[src/hw/rtl/dsmf_pkg.sv]
// Shared constants, opcodes and types for the dual-side mailbox FIFO.
// No dependencies; every other RTL file imports this package.
`default_nettype none

package dsmf_pkg;

   // Words per side in each send FIFO
   localparam int FIFO_DEPTH = 16;
   // Fill count width: must hold FIFO_DEPTH itself
   localparam int CNT_W      = $clog2(FIFO_DEPTH + 1);
   localparam int WORD_W     = 32;
   localparam int CTL_W      = 16;

   // Operation codes
   localparam logic [1:0] FUNC_SEND  = 2'd0;
   localparam logic [1:0] FUNC_RECV  = 2'd1;
   localparam logic [1:0] FUNC_WRCTL = 2'd2;
   localparam logic [1:0] FUNC_RDCTL = 2'd3;

   // Control/status register bits and masks
   localparam logic [CTL_W-1:0] CTL_ENABLE    = 16'h8000;
   localparam logic [CTL_W-1:0] CTL_ERROR     = 16'h4000;
   localparam logic [CTL_W-1:0] CTL_WRITABLE  = 16'h8404;
   localparam logic [CTL_W-1:0] CTL_SENDCLEAR = 16'h0008;
   localparam logic [CTL_W-1:0] CTL_SENDEMPTY = 16'h0001;
   localparam logic [CTL_W-1:0] CTL_SENDFULL  = 16'h0002;
   localparam logic [CTL_W-1:0] CTL_RECVEMPTY = 16'h0100;
   localparam logic [CTL_W-1:0] CTL_RECVFULL  = 16'h0200;
   localparam logic [CTL_W-1:0] CTL_RESET     = 16'h0101;
   // Clear error and send flags / clear error and receive flags
   localparam logic [CTL_W-1:0] CTL_KEEP_SEND = 16'hBFFC;
   localparam logic [CTL_W-1:0] CTL_KEEP_RECV = 16'hBCFF;

   // Per-chain command for one cycle
   typedef struct packed {
      logic push;
      logic pop;
      logic clear;
   } chain_ctl_type;

endpackage

`default_nettype wire

[src/hw/rtl/dsmf_cell.sv]
// One storage cell of a mailbox FIFO chain: holds one word.
// Loads a new word or takes its upstream neighbor's word; uses dsmf_pkg.
`default_nettype none

module dsmf_cell (
   input  wire                          clock,
   input  wire                          load_en,
   input  wire                          shift_en,
   input  wire  [dsmf_pkg::WORD_W-1:0]  load_word,
   input  wire  [dsmf_pkg::WORD_W-1:0]  next_word,
   output logic [dsmf_pkg::WORD_W-1:0]  word
);
   import dsmf_pkg::*;

   logic [WORD_W-1:0] word_ff;

   // Load on push, advance toward the head on pop, else hold
   always_ff @(posedge clock) begin
      if (load_en) begin
         word_ff <= load_word;
      end else if (shift_en) begin
         word_ff <= next_word;
      end
   end

   assign word = word_ff;

endmodule

`default_nettype wire

[src/hw/rtl/dsmf_chain.sv]
// One send FIFO as a row of dsmf_cell stages; cell 0 is the oldest word.
// Depends on dsmf_pkg and dsmf_cell.
`default_nettype none

module dsmf_chain (
   input  wire                           clock,
   input  wire                           reset,
   input  wire  dsmf_pkg::chain_ctl_type ctl,
   input  wire  [dsmf_pkg::WORD_W-1:0]   push_word,
   output logic [dsmf_pkg::WORD_W-1:0]   head_word,
   output logic [dsmf_pkg::CNT_W-1:0]    count
);
   import dsmf_pkg::*;

   logic [CNT_W-1:0]  count_ff;
   logic [CNT_W-1:0]  count_in;
   logic [WORD_W-1:0] words [FIFO_DEPTH];

   // Build the row; each cell takes the word of the cell behind it on pop
   for (genvar i = 0; i < FIFO_DEPTH; i++) begin : g_cell
      logic [WORD_W-1:0] upstream;
      if (i == FIFO_DEPTH - 1) begin : g_tail
         assign upstream = words[i];
      end else begin : g_mid
         assign upstream = words[i+1];
      end
      dsmf_cell u_cell (
         .clock     (clock),
         .load_en   (ctl.push && (count_ff == CNT_W'(i))),
         .shift_en  (ctl.pop),
         .load_word (push_word),
         .next_word (upstream),
         .word      (words[i])
      );
   end

   // Track fill level
   always_comb begin
      count_in = count_ff;
      if (ctl.clear) begin
         count_in = '0;
      end else if (ctl.push) begin
         count_in = count_ff + CNT_W'(1);
      end else if (ctl.pop) begin
         count_in = count_ff - CNT_W'(1);
      end
   end

   always_ff @(posedge clock) begin
      if (reset) begin
         count_ff <= '0;
      end else begin
         count_ff <= count_in;
      end
   end

   assign head_word = words[0];
   assign count     = count_ff;

endmodule

`default_nettype wire

[src/hw/rtl/dual_side_mailbox_fifo.sv]
// Top level of the dual-side mailbox FIFO: control/status registers,
// operation decode and two dsmf_chain send FIFOs. Depends on dsmf_pkg and dsmf_chain.
//
//   Channel   Ports                                   Handshake
//   request   req_func, req_side, req_data            start high, busy low
//   response  rsp_read_data, rsp_control_value        rsp_valid, one cycle
//
// Each transaction is accepted at a clock edge and its response is on the rsp_
// ports for the cycle right after, so a new transaction can be accepted every
// cycle. busy stays low. Synchronous reset clears both FIFOs and sets each
// control register to both-empty, disabled.
// The receiver cannot stall; responses are never held.
`default_nettype none

module dual_side_mailbox_fifo (
   input  wire                           clock,
   input  wire                           reset,
   input  wire                           start,
   output logic                          busy,
   input  wire  [1:0]                    req_func,
   input  wire                           req_side,
   input  wire  [dsmf_pkg::WORD_W-1:0]   req_data,
   output logic                          rsp_valid,
   output logic [dsmf_pkg::WORD_W-1:0]   rsp_read_data,
   output logic [dsmf_pkg::CTL_W-1:0]    rsp_control_value
);
   import dsmf_pkg::*;

   logic                accept;
   logic                loc;
   logic                rem;
   logic [CTL_W-1:0]    ctl_ff [2];
   logic [CTL_W-1:0]    ctl_in [2];
   logic [CTL_W-1:0]    cl;
   logic [CTL_W-1:0]    cr;
   logic [CTL_W-1:0]    wr_val;
   logic [WORD_W-1:0]   rd;
   chain_ctl_type       chain_ctl [2];
   logic [WORD_W-1:0]   head [2];
   logic [CNT_W-1:0]    cnt [2];
   logic                rsp_valid_ff;
   logic [WORD_W-1:0]   rsp_read_data_ff;
   logic [CTL_W-1:0]    rsp_control_value_ff;

   assign busy   = 1'b0;
   assign accept = start && !busy;
   assign loc    = req_side;
   assign rem    = ~req_side;
   assign wr_val = req_data[CTL_W-1:0];

   // Send FIFO of each side
   for (genvar s = 0; s < 2; s++) begin : g_side
      dsmf_chain u_chain (
         .clock     (clock),
         .reset     (reset),
         .ctl       (chain_ctl[s]),
         .push_word (req_data),
         .head_word (head[s]),
         .count     (cnt[s])
      );
   end

   // Decode the transaction and compute both control registers
   always_comb begin
      cl           = ctl_ff[loc];
      cr           = ctl_ff[rem];
      rd           = '0;
      chain_ctl[0] = '0;
      chain_ctl[1] = '0;
      case (req_func)
         FUNC_SEND: begin
            if ((cl & CTL_ENABLE) != '0) begin
               if (cnt[loc] == CNT_W'(FIFO_DEPTH)) begin
                  cl = cl | CTL_ERROR;
               end else begin
                  cl = cl & CTL_KEEP_SEND;
                  cr = cr & CTL_KEEP_RECV;
                  chain_ctl[loc].push = accept;
                  if (cnt[loc] == CNT_W'(FIFO_DEPTH - 1)) begin
                     cl = cl | CTL_SENDFULL;
                     cr = cr | CTL_RECVFULL;
                  end
               end
            end
         end
         FUNC_RECV: begin
            if ((cl & CTL_ENABLE) != '0) begin
               if (cnt[rem] == '0) begin
                  cl = cl | CTL_ERROR;
               end else begin
                  cl = cl & CTL_KEEP_RECV;
                  cr = cr & CTL_KEEP_SEND;
                  rd = head[rem];
                  chain_ctl[rem].pop = accept;
                  if (cnt[rem] == CNT_W'(1)) begin
                     cl = cl | CTL_RECVEMPTY;
                     cr = cr | CTL_SENDEMPTY;
                  end
               end
            end
         end
         FUNC_WRCTL: begin
            if ((wr_val & CTL_ERROR) != '0) begin
               cl = cl & ~CTL_ERROR;
            end
            if ((wr_val & CTL_SENDCLEAR) != '0) begin
               chain_ctl[loc].clear = accept;
               cl = (cl | CTL_SENDEMPTY) & ~CTL_SENDFULL;
               cr = (cr | CTL_RECVEMPTY) & ~CTL_RECVFULL;
            end
            cl = (cl & ~CTL_WRITABLE) | (wr_val & CTL_WRITABLE);
         end
         FUNC_RDCTL: begin
         end
         default: begin
         end
      endcase
      ctl_in[0] = loc ? cr : cl;
      ctl_in[1] = loc ? cl : cr;
   end

   // Hold control registers; update on an accepted transaction
   always_ff @(posedge clock) begin
      if (reset) begin
         ctl_ff[0]    <= CTL_RESET;
         ctl_ff[1]    <= CTL_RESET;
         rsp_valid_ff <= 1'b0;
      end else begin
         rsp_valid_ff <= accept;
         if (accept) begin
            ctl_ff[0] <= ctl_in[0];
            ctl_ff[1] <= ctl_in[1];
         end
      end
   end

   // Register the response payload
   always_ff @(posedge clock) begin
      if (accept) begin
         rsp_read_data_ff     <= rd;
         rsp_control_value_ff <= cl;
      end
   end

   assign rsp_valid         = rsp_valid_ff;
   assign rsp_read_data     = rsp_read_data_ff;
   assign rsp_control_value = rsp_control_value_ff;

   // One response for each accepted transaction, in the next cycle
   a_rsp_follows: assert property (@(posedge clock) disable iff (reset)
      accept |=> rsp_valid)
      else $error("response missing after accepted transaction");

   a_no_extra_rsp: assert property (@(posedge clock) disable iff (reset)
      !accept |=> !rsp_valid)
      else $error("response without transaction");

   // Fill counts never pass the depth
   a_cnt_bound: assert property (@(posedge clock) disable iff (reset)
      (cnt[0] <= CNT_W'(FIFO_DEPTH)) && (cnt[1] <= CNT_W'(FIFO_DEPTH)))
      else $error("fill count over depth");

   // Empty flags on both sides agree with side 0 fill count
   a_empty_side0: assert property (@(posedge clock) disable iff (reset)
      (ctl_ff[0][0] == (cnt[0] == '0)) && (ctl_ff[1][8] == (cnt[0] == '0)))
      else $error("side 0 empty flags out of step with fill count");

   a_empty_side1: assert property (@(posedge clock) disable iff (reset)
      (ctl_ff[1][0] == (cnt[1] == '0)) && (ctl_ff[0][8] == (cnt[1] == '0)))
      else $error("side 1 empty flags out of step with fill count");

   // Nonzero data only comes back from a receive
   a_rd_recv_only: assert property (@(posedge clock) disable iff (reset)
      (rsp_valid && (rsp_read_data != '0)) |-> ($past(req_func) == FUNC_RECV))
      else $error("data returned for an operation other than receive");

endmodule

`default_nettype wire
[config.mk]
export PLATFORM = sky130hd
export DESIGN_NAME = dual_side_mailbox_fifo
export DESIGN_NICKNAME = d
export VERILOG_FILES = /design/src/hw/rtl/dsmf_pkg.sv /design/src/hw/rtl/dsmf_cell.sv /design/src/hw/rtl/dsmf_chain.sv /design/src/hw/rtl/dual_side_mailbox_fifo.sv
export SDC_FILE = /design/constraint.sdc
export NUM_CORES = 1
export LEC_CHECK = 0
export ABC_AREA = 1
export BUFFER_PORTS_ARGS = -buffer_cell sky130_fd_sc_hd__clkbuf_2
export CORE_MARGIN = 3
export CORE_UTILIZATION = 50
export DETAILED_ROUTE_END_ITERATION = 6
export PLACE_DENSITY = 0.75
export SLEW_MARGIN = 20
export SYNTH_ARGS = -nofsm -noshare
export SYNTH_HDL_FRONTEND = slang
export SYNTH_HIERARCHICAL = 1
export SYNTH_SLANG_ARGS = --single-unit
[constraint.sdc]
create_clock -name clock -period 3.8 [get_ports clock]
set_clock_uncertainty 0.2 [all_clocks]
set_input_delay 0.38 -clock clock [delete_from_list [all_inputs] [get_ports clock]]
set_output_delay 0.38 -clock clock [all_outputs]
set_load 0.005 [all_outputs]
Word-level counts from Yosys, hierarchy flattened
Memories as Yosys holds them, arrays and structs flattened.
Cells that the tools add are included.
{"block": "word_totals", "ff_bits": 1083, "latch_bits": 0, "ramBits": 32, "romBits": 0, "inputBits": 38, "out_inout_bits": 50, "wordCells": 277, "memories": 1}
{"block": "op_classes", "n_addsub": 4, "mul": 0, "div": 0, "n_lt_le_gt_ge": 4, "eq_ne": 35, "shifts": 0, "n_mux": 112, "bitwise": 11, "reduce_logical": 73}
{"name": "ctl_ff", "words": 2, "word_bits": 16, "rd": 2, "rd_ports_with_merged_regs": 0, "wr": 2, "line": "dual_side_mailbox_fifo.sv:32", "text": "logic [CTL_W-1:0] ctl_ff [2];"}
{"cell": "two-way mux 32 bit", "n": 63}
{"cell": "two-way mux 15 bit", "n": 8}
{"cell": "two-way mux 16 bit", "n": 6}
{"cell": "equality test 5 x 4 -> 1 bit, second input constant", "n": 17}
{"cell": "nonzero test 2 bit", "n": 32}
{"cell": "two-way mux 5 bit", "n": 10}
{"cell": "one-hot mux 16 bit (3 select lines)", "n": 1}
{"cell": "one-hot mux 15 bit (3 select lines)", "n": 1}
{"cell": "equality test 5 x 3 -> 1 bit, second input constant", "n": 8}
{"cell": "logical AND 1 bit", "n": 34}
{"cell": "two-way mux 6 bit", "n": 5}
{"cell": "equality test 5 x 2 -> 1 bit, second input constant", "n": 4}
{"cell": "two-way mux 10 bit", "n": 2}
{"cell": "AND 6 bit", "n": 3}
{"cell": "one-hot mux 6 bit (3 select lines)", "n": 1}
{"cell": "bitwise OR 15 x 16 -> 16 bit", "n": 1}
{"cell": "equality test 5 x 1 -> 1 bit, second input constant", "n": 3}
{"cell": "zero test 5 bit", "n": 3}
{"cell": "adder 5 x 1 -> 5 bit, second input constant", "n": 2}
{"cell": "subtractor 5 x 1 -> 5 bit, second input constant", "n": 2}
{"cell": "demux 3 bit (select 1 bit)", "n": 3}
{"cell": "two-way mux 9 bit", "n": 1}
{"cell": "two-way mux 1 bit", "n": 7}
{"cell": "two-way mux 2 bit", "n": 3}
{"cell": "12 further kinds", "n": 19}

Longest topological paths before layout
{"block": "depth", "ltp_word": 12, "depth_mapped": 18, "mapped_depth_nobuf": 14}

Modules after synthesis
Netlist, hierarchy kept.
{"module": "dsmf_cell", "n_inst": 32, "cells_per_inst": 137, "area_per_inst_um2": 1401.3, "seq_area_each_um2": 960.9}
{"module": "dual_side_mailbox_fifo", "n_inst": 1, "cells_per_inst": 430, "area_per_inst_um2": 3958.8, "seq_area_each_um2": 2422.3}
{"module": "dsmf_chain", "n_inst": 2, "cells_per_inst": 80, "area_per_inst_um2": 520.5, "seq_area_each_um2": 100.1}

Worst setup path after synthesis
No wires, ideal clock.
{"block": "synth_path", "path_kind": "input -> register", "from": "input port req_side", "to": "register g_side[1].u_chain.g_cell[15].u_cell.word_ff[0], enable pin", "setup_time_ns": 0.375, "arrival_time_ns": 2.303, "t_required_ns": 3.225, "slack_ns": 0.923, "path_stages": 10, "path_buffers": 4, "path_cell_list": "buf_6 -> buf_6 -> nor2_1 -> a21oi_1 -> nand4_1 -> nand2_1 -> buf_6 -> buf_2 -> nor2_1 -> or2_2"}
{"block": "synth_via", "elab_chain_len": 10, "word_cells_on_any_way": 29, "classes_between": "2 x order compare; 1 x eq/ne; 16 x mux; 6 x bitwise; 3 x reduce/logical; 1 x memory"}
{"element": "from (decl)", "line": "dual_side_mailbox_fifo.sv:21", "text": "input wire req_side,"}
{"element": "NOT 1 -> 2 bit (implied by the code) or NOT 1 bit (tied branches)"}
{"element": ">= comparator 2 bit (implied by the code), or another cell as far along", "line": "dual_side_mailbox_fifo.sv:78", "text": "chain_ctl[loc].push = accept;"}
{"element": "logical AND 1 bit (implied by the code) or two-way mux 5 bit (tied branches)", "line": "dual_side_mailbox_fifo.sv:78, dual_side_mailbox_fifo.sv:88"}
{"element": "two-way mux 3 bit (implied by the code) or two-way mux 5 bit (tied branches)", "line": "dual_side_mailbox_fifo.sv:78, dual_side_mailbox_fifo.sv:88"}
{"element": "demux 3 bit (select 1 bit) or two-way mux 5 bit (tied branches)", "line": "dual_side_mailbox_fifo.sv:78, dual_side_mailbox_fifo.sv:88"}
{"element": "AND 6 bit (no source line) or zero test 5 bit (tied branches)"}
{"element": "two-way mux 6 bit (on tied branches)", "line": "dual_side_mailbox_fifo.sv:73, dual_side_mailbox_fifo.sv:88"}
{"element": "two-way mux 6 bit (on tied branches)", "line": "dual_side_mailbox_fifo.sv:72, dual_side_mailbox_fifo.sv:87"}
{"element": "one-hot mux 6 bit (3 select lines) *", "line": "dual_side_mailbox_fifo.sv:70", "text": "case (req_func)"}
{"element": "logical AND 1 bit *", "line": "dsmf_chain.sv:29", "text": ".load_en (ctl.push && (count_ff == CNT_W'(i))),"}
{"element": "to (signal assigned)", "line": "dsmf_cell.sv:20", "text": "word_ff <= load_word;"}
{"element": "to (signal assigned)", "line": "dsmf_cell.sv:22", "text": "word_ff <= next_word;"}
{"element": "to (decl)", "line": "dsmf_cell.sv:15", "text": "logic [WORD_W-1:0] word_ff;"}
Every way passes the cells marked *; elsewhere a longest branch is shown, timed or not. The select of a mux whose other input is x is not followed.
A chain may end at the register's enable or synchronous reset.

==> reports/metrics.cfg <==
[sta]
fin_crit_ns = 3.58
setup_tns_ns = 0
rsz0062_at_grt = no
worstMarginPinSlew_ns = 1.17
max_slew_margin_pct = 22.3
drv_slew = 0
fin_crit_sh_pct = 94.3
finalSetupViolations = 0
hold_violations = 0
max_freq_ghz = 0.279

[synth]
ys_top_cells_by_count = 3230 x nand2_1, 1104 x edfxtp_1, 134 x buf_6
synth_edf_count = 1104
synthesis.nets = 5024
postSynthAreaPerCell_um2 = 10.0
netlist_area_um2 = 49800
synth-main-ff-cell = edfxtp_1
post-synth-top-area-cell = edfxtp_1
ys_ff_latch = 1115
yosysMostFrequentCell = nand2_1
yosysSeqAreaShare_pct = 67.0
synth-async-reset-ratio_pct = 0
ys_types = 37
synth_top_area_share_pct = 66.5
synth.area.top_cells = edfxtp_1 67%, nand2_1 24%, buf_6 3.0%, buf_4 1.5%, nor2_1 0.63%
synth_cells = 4974
synth_warnings = 6

[clocking]
cts_sinks = 1115
ctsResizeCount = 0
clkSlewWorstSetupHoldPaths_ns = 0.06
cts_setup_buffers = 0
cts_root_buffer = clkbuf_16
cts_made_buffers = 104
clk_latency_ns = 0.67
cts_buffer_depth = 3
htreeDepth = 3
cts_tree = yes

[setup_path]
required_ns = 3.88
critPathCaptureType = flip-flop
r2r_setup_slack_ns = 0.22
path_class = reg -> reg
cp_data_arrival_time_ns = 3.67
critPathLaunchType = flip-flop
cp_max_fo = 32

[placed_design]
place.detailed.hpwl_um = 58800
port_buffers = 86
place_congestion = 0.866

[power_and_ir_drop]
switchingPower_mw = 4.95
pwr-share-comb_pct = 2.7
p_int_mw = 19.8
swShare_pct = 20.0
seq_power_share_pct = 54.7
p_leak_nw = 22.4
total_power_mw = 24.7
p_clk_share_pct = 42.6
peakVddDrop_mv = 0.374
p_per_area_nw_per_um2 = 461

[cells_and_area]
syn2layout_area_growth_pct = 7.53
drive_above_1_share_pct = 8.42
fillCellCount = 8210
antenna_cells = 0
num-nets-final = 5023

[floorplan]
std_cell_rows = 115
core_area_um2 = 98600
die_area_um2 = 104000
start_util_pct = 50.6
die_w_um = 322
ios = 88
fp.dieH_um = 322

[route]
first_pass_iters = 7
totalWireLength_um = 91700
via_per_inst = 4.83
drtAntennaViolNets = 0
vias = 30700
drc = 1
drt-initial-drc-count = 2662
routedWlPerCell_um = 14.4

[outcome]
run_status = finished, violations left
violations = design-rule violations

[hold_path]
hp-class = in -> reg

[global_routing]
track_usage_pct = 17.7
grt_max_degree = 58
grt_pass1_wl_um = 147000
grt_pass1_vias = 27700
overflow = 0
antenna_found_initial = 1

[run]
drv_cap = 0

## layer usage
metal | vias up | global-route usage, % | wire [um]
li1 | 16000 | - | -
met1 | 13600 | 26.1 | 43200
met4 | 0 | 6.84 | 3620
met5 | - | 0 | 0
met2 | 953 | 26.5 | 38600
met3 | 175 | 2.84 | 6360
## what timing repair did
action                     4_1_cts  5_1_grt
setup endpoints to repair        0        0
hold endpoints to repair        11        0
hold buffers                     1        0
## worst paths after layout
kind                                                                    end                                        start  cells past startpoint
worst max-delay path            g_side[1].u_chain/g_cell[1].u_cell/word[11]                   g_side[1].u_chain/count[1]                     11
worst min-delay path                                          ctl_ff[1][10]                                     req_side                      3
worst max register to register  g_side[1].u_chain/g_cell[1].u_cell/word[11]                   g_side[1].u_chain/count[1]                     11
worst min register to register  g_side[0].u_chain/g_cell[4].u_cell/word[11]  g_side[0].u_chain/g_cell[5].u_cell/word[11]                      2
## cells in the final DEF (no fill, tap or decap), types with 35 or more instances in the layout
cell type,synthesis,final
nand2_1,3230,3230
edfxtp_1,1104,1104
clkbuf_16,0,105
clkbuf_2,0,84
inv_1,65,64
a21oi_1,54,54
buf_4,97,54
nor2_1,83,53
nor2_2,6,36
or2_2,35,35
## final cells by class
| cell class | instances | area, um^2 | area share (%) |
|---|---|---|---|
| clock buffers | 131 | 2750 | 5.12 |
| clock inverters | 64 | 749 | 1.40 |
| inverters | 104 | 470 | 0.878 |
| multi-input cells | 3505 | 13800 | 25.7 |
| flip-flops and latches | 1115 | 33400 | 62.3 |
| well taps | 1287 | 1610 | 3.00 |
| repair buffers | 143 | 893 | 1.67 |
## registers in the layout (all words and copies together), names as in the netlist
signal and count:
g_side.u_chain/count 10, rsp_control_value 16, rsp_valid 1, rsp_read_data 32, ctl_ff 32, g_side.u_chain/g_cell.u_cell/word 1024
## power groups by stage
stage          sequential (mW)  clock, mW  combinational, mW
6_report                  13.5       10.5              0.661
5_1_grt                   13.5       11.2              0.720
4_1_cts                   13.5       10.7              0.653
3_5_place_dp              13.8          0              0.648
3_3_place_gp              13.8          0              0.632
2_1_floorplan             13.8          0              0.234
## stage by stage
stage	instances	instance area [um^2]	hold WS [ns]	setup WS, ns	util [%]
final	6349	53600	0.109	0.215	54.4
after global routing	6349	53600	0.116	0.00265	54.4
after CTS	6348	53600	0.0583	0.297	54.3
after detailed placement	6152	50100	0.293	0.316	50.8
after global placement	6152	50100	0.294	0.365	50.8
after floorplan	4974	49800	0.284	0.923	-
## worst max-delay path, stage by stage (launching register included)
cell	delay [ns]
dfxtp_1	0.54
inv_1	0.21
nand2_1	0.09
o21ai_0	0.14
nand3_2	0.15
nand2_2	0.13
nor2_1	0.43
inv_2	0.15
nor2_8	0.14
nand2_2	0.14
nor2_2	0.22
or2_2	0.64
## cell families (layout without fill, tap and decap cells)
group / after synthesis / in the layout / share of synthesized area, %
adder cells (fa/ha/maj): 12 / 12 / 0.301
buffers and inverters: 354 / 442 / 5.60
other: 1 / 1 / 0.00752
XOR/XNOR: 2 / 2 / 0.0352
AND/OR/NAND/NOR: 3398 / 3398 / 26.1
flip-flops: 1115 / 1115 / 67.0
AO/OA/AOI/OAI: 92 / 92 / 0.997
Power figures use the tool's default switching activity.
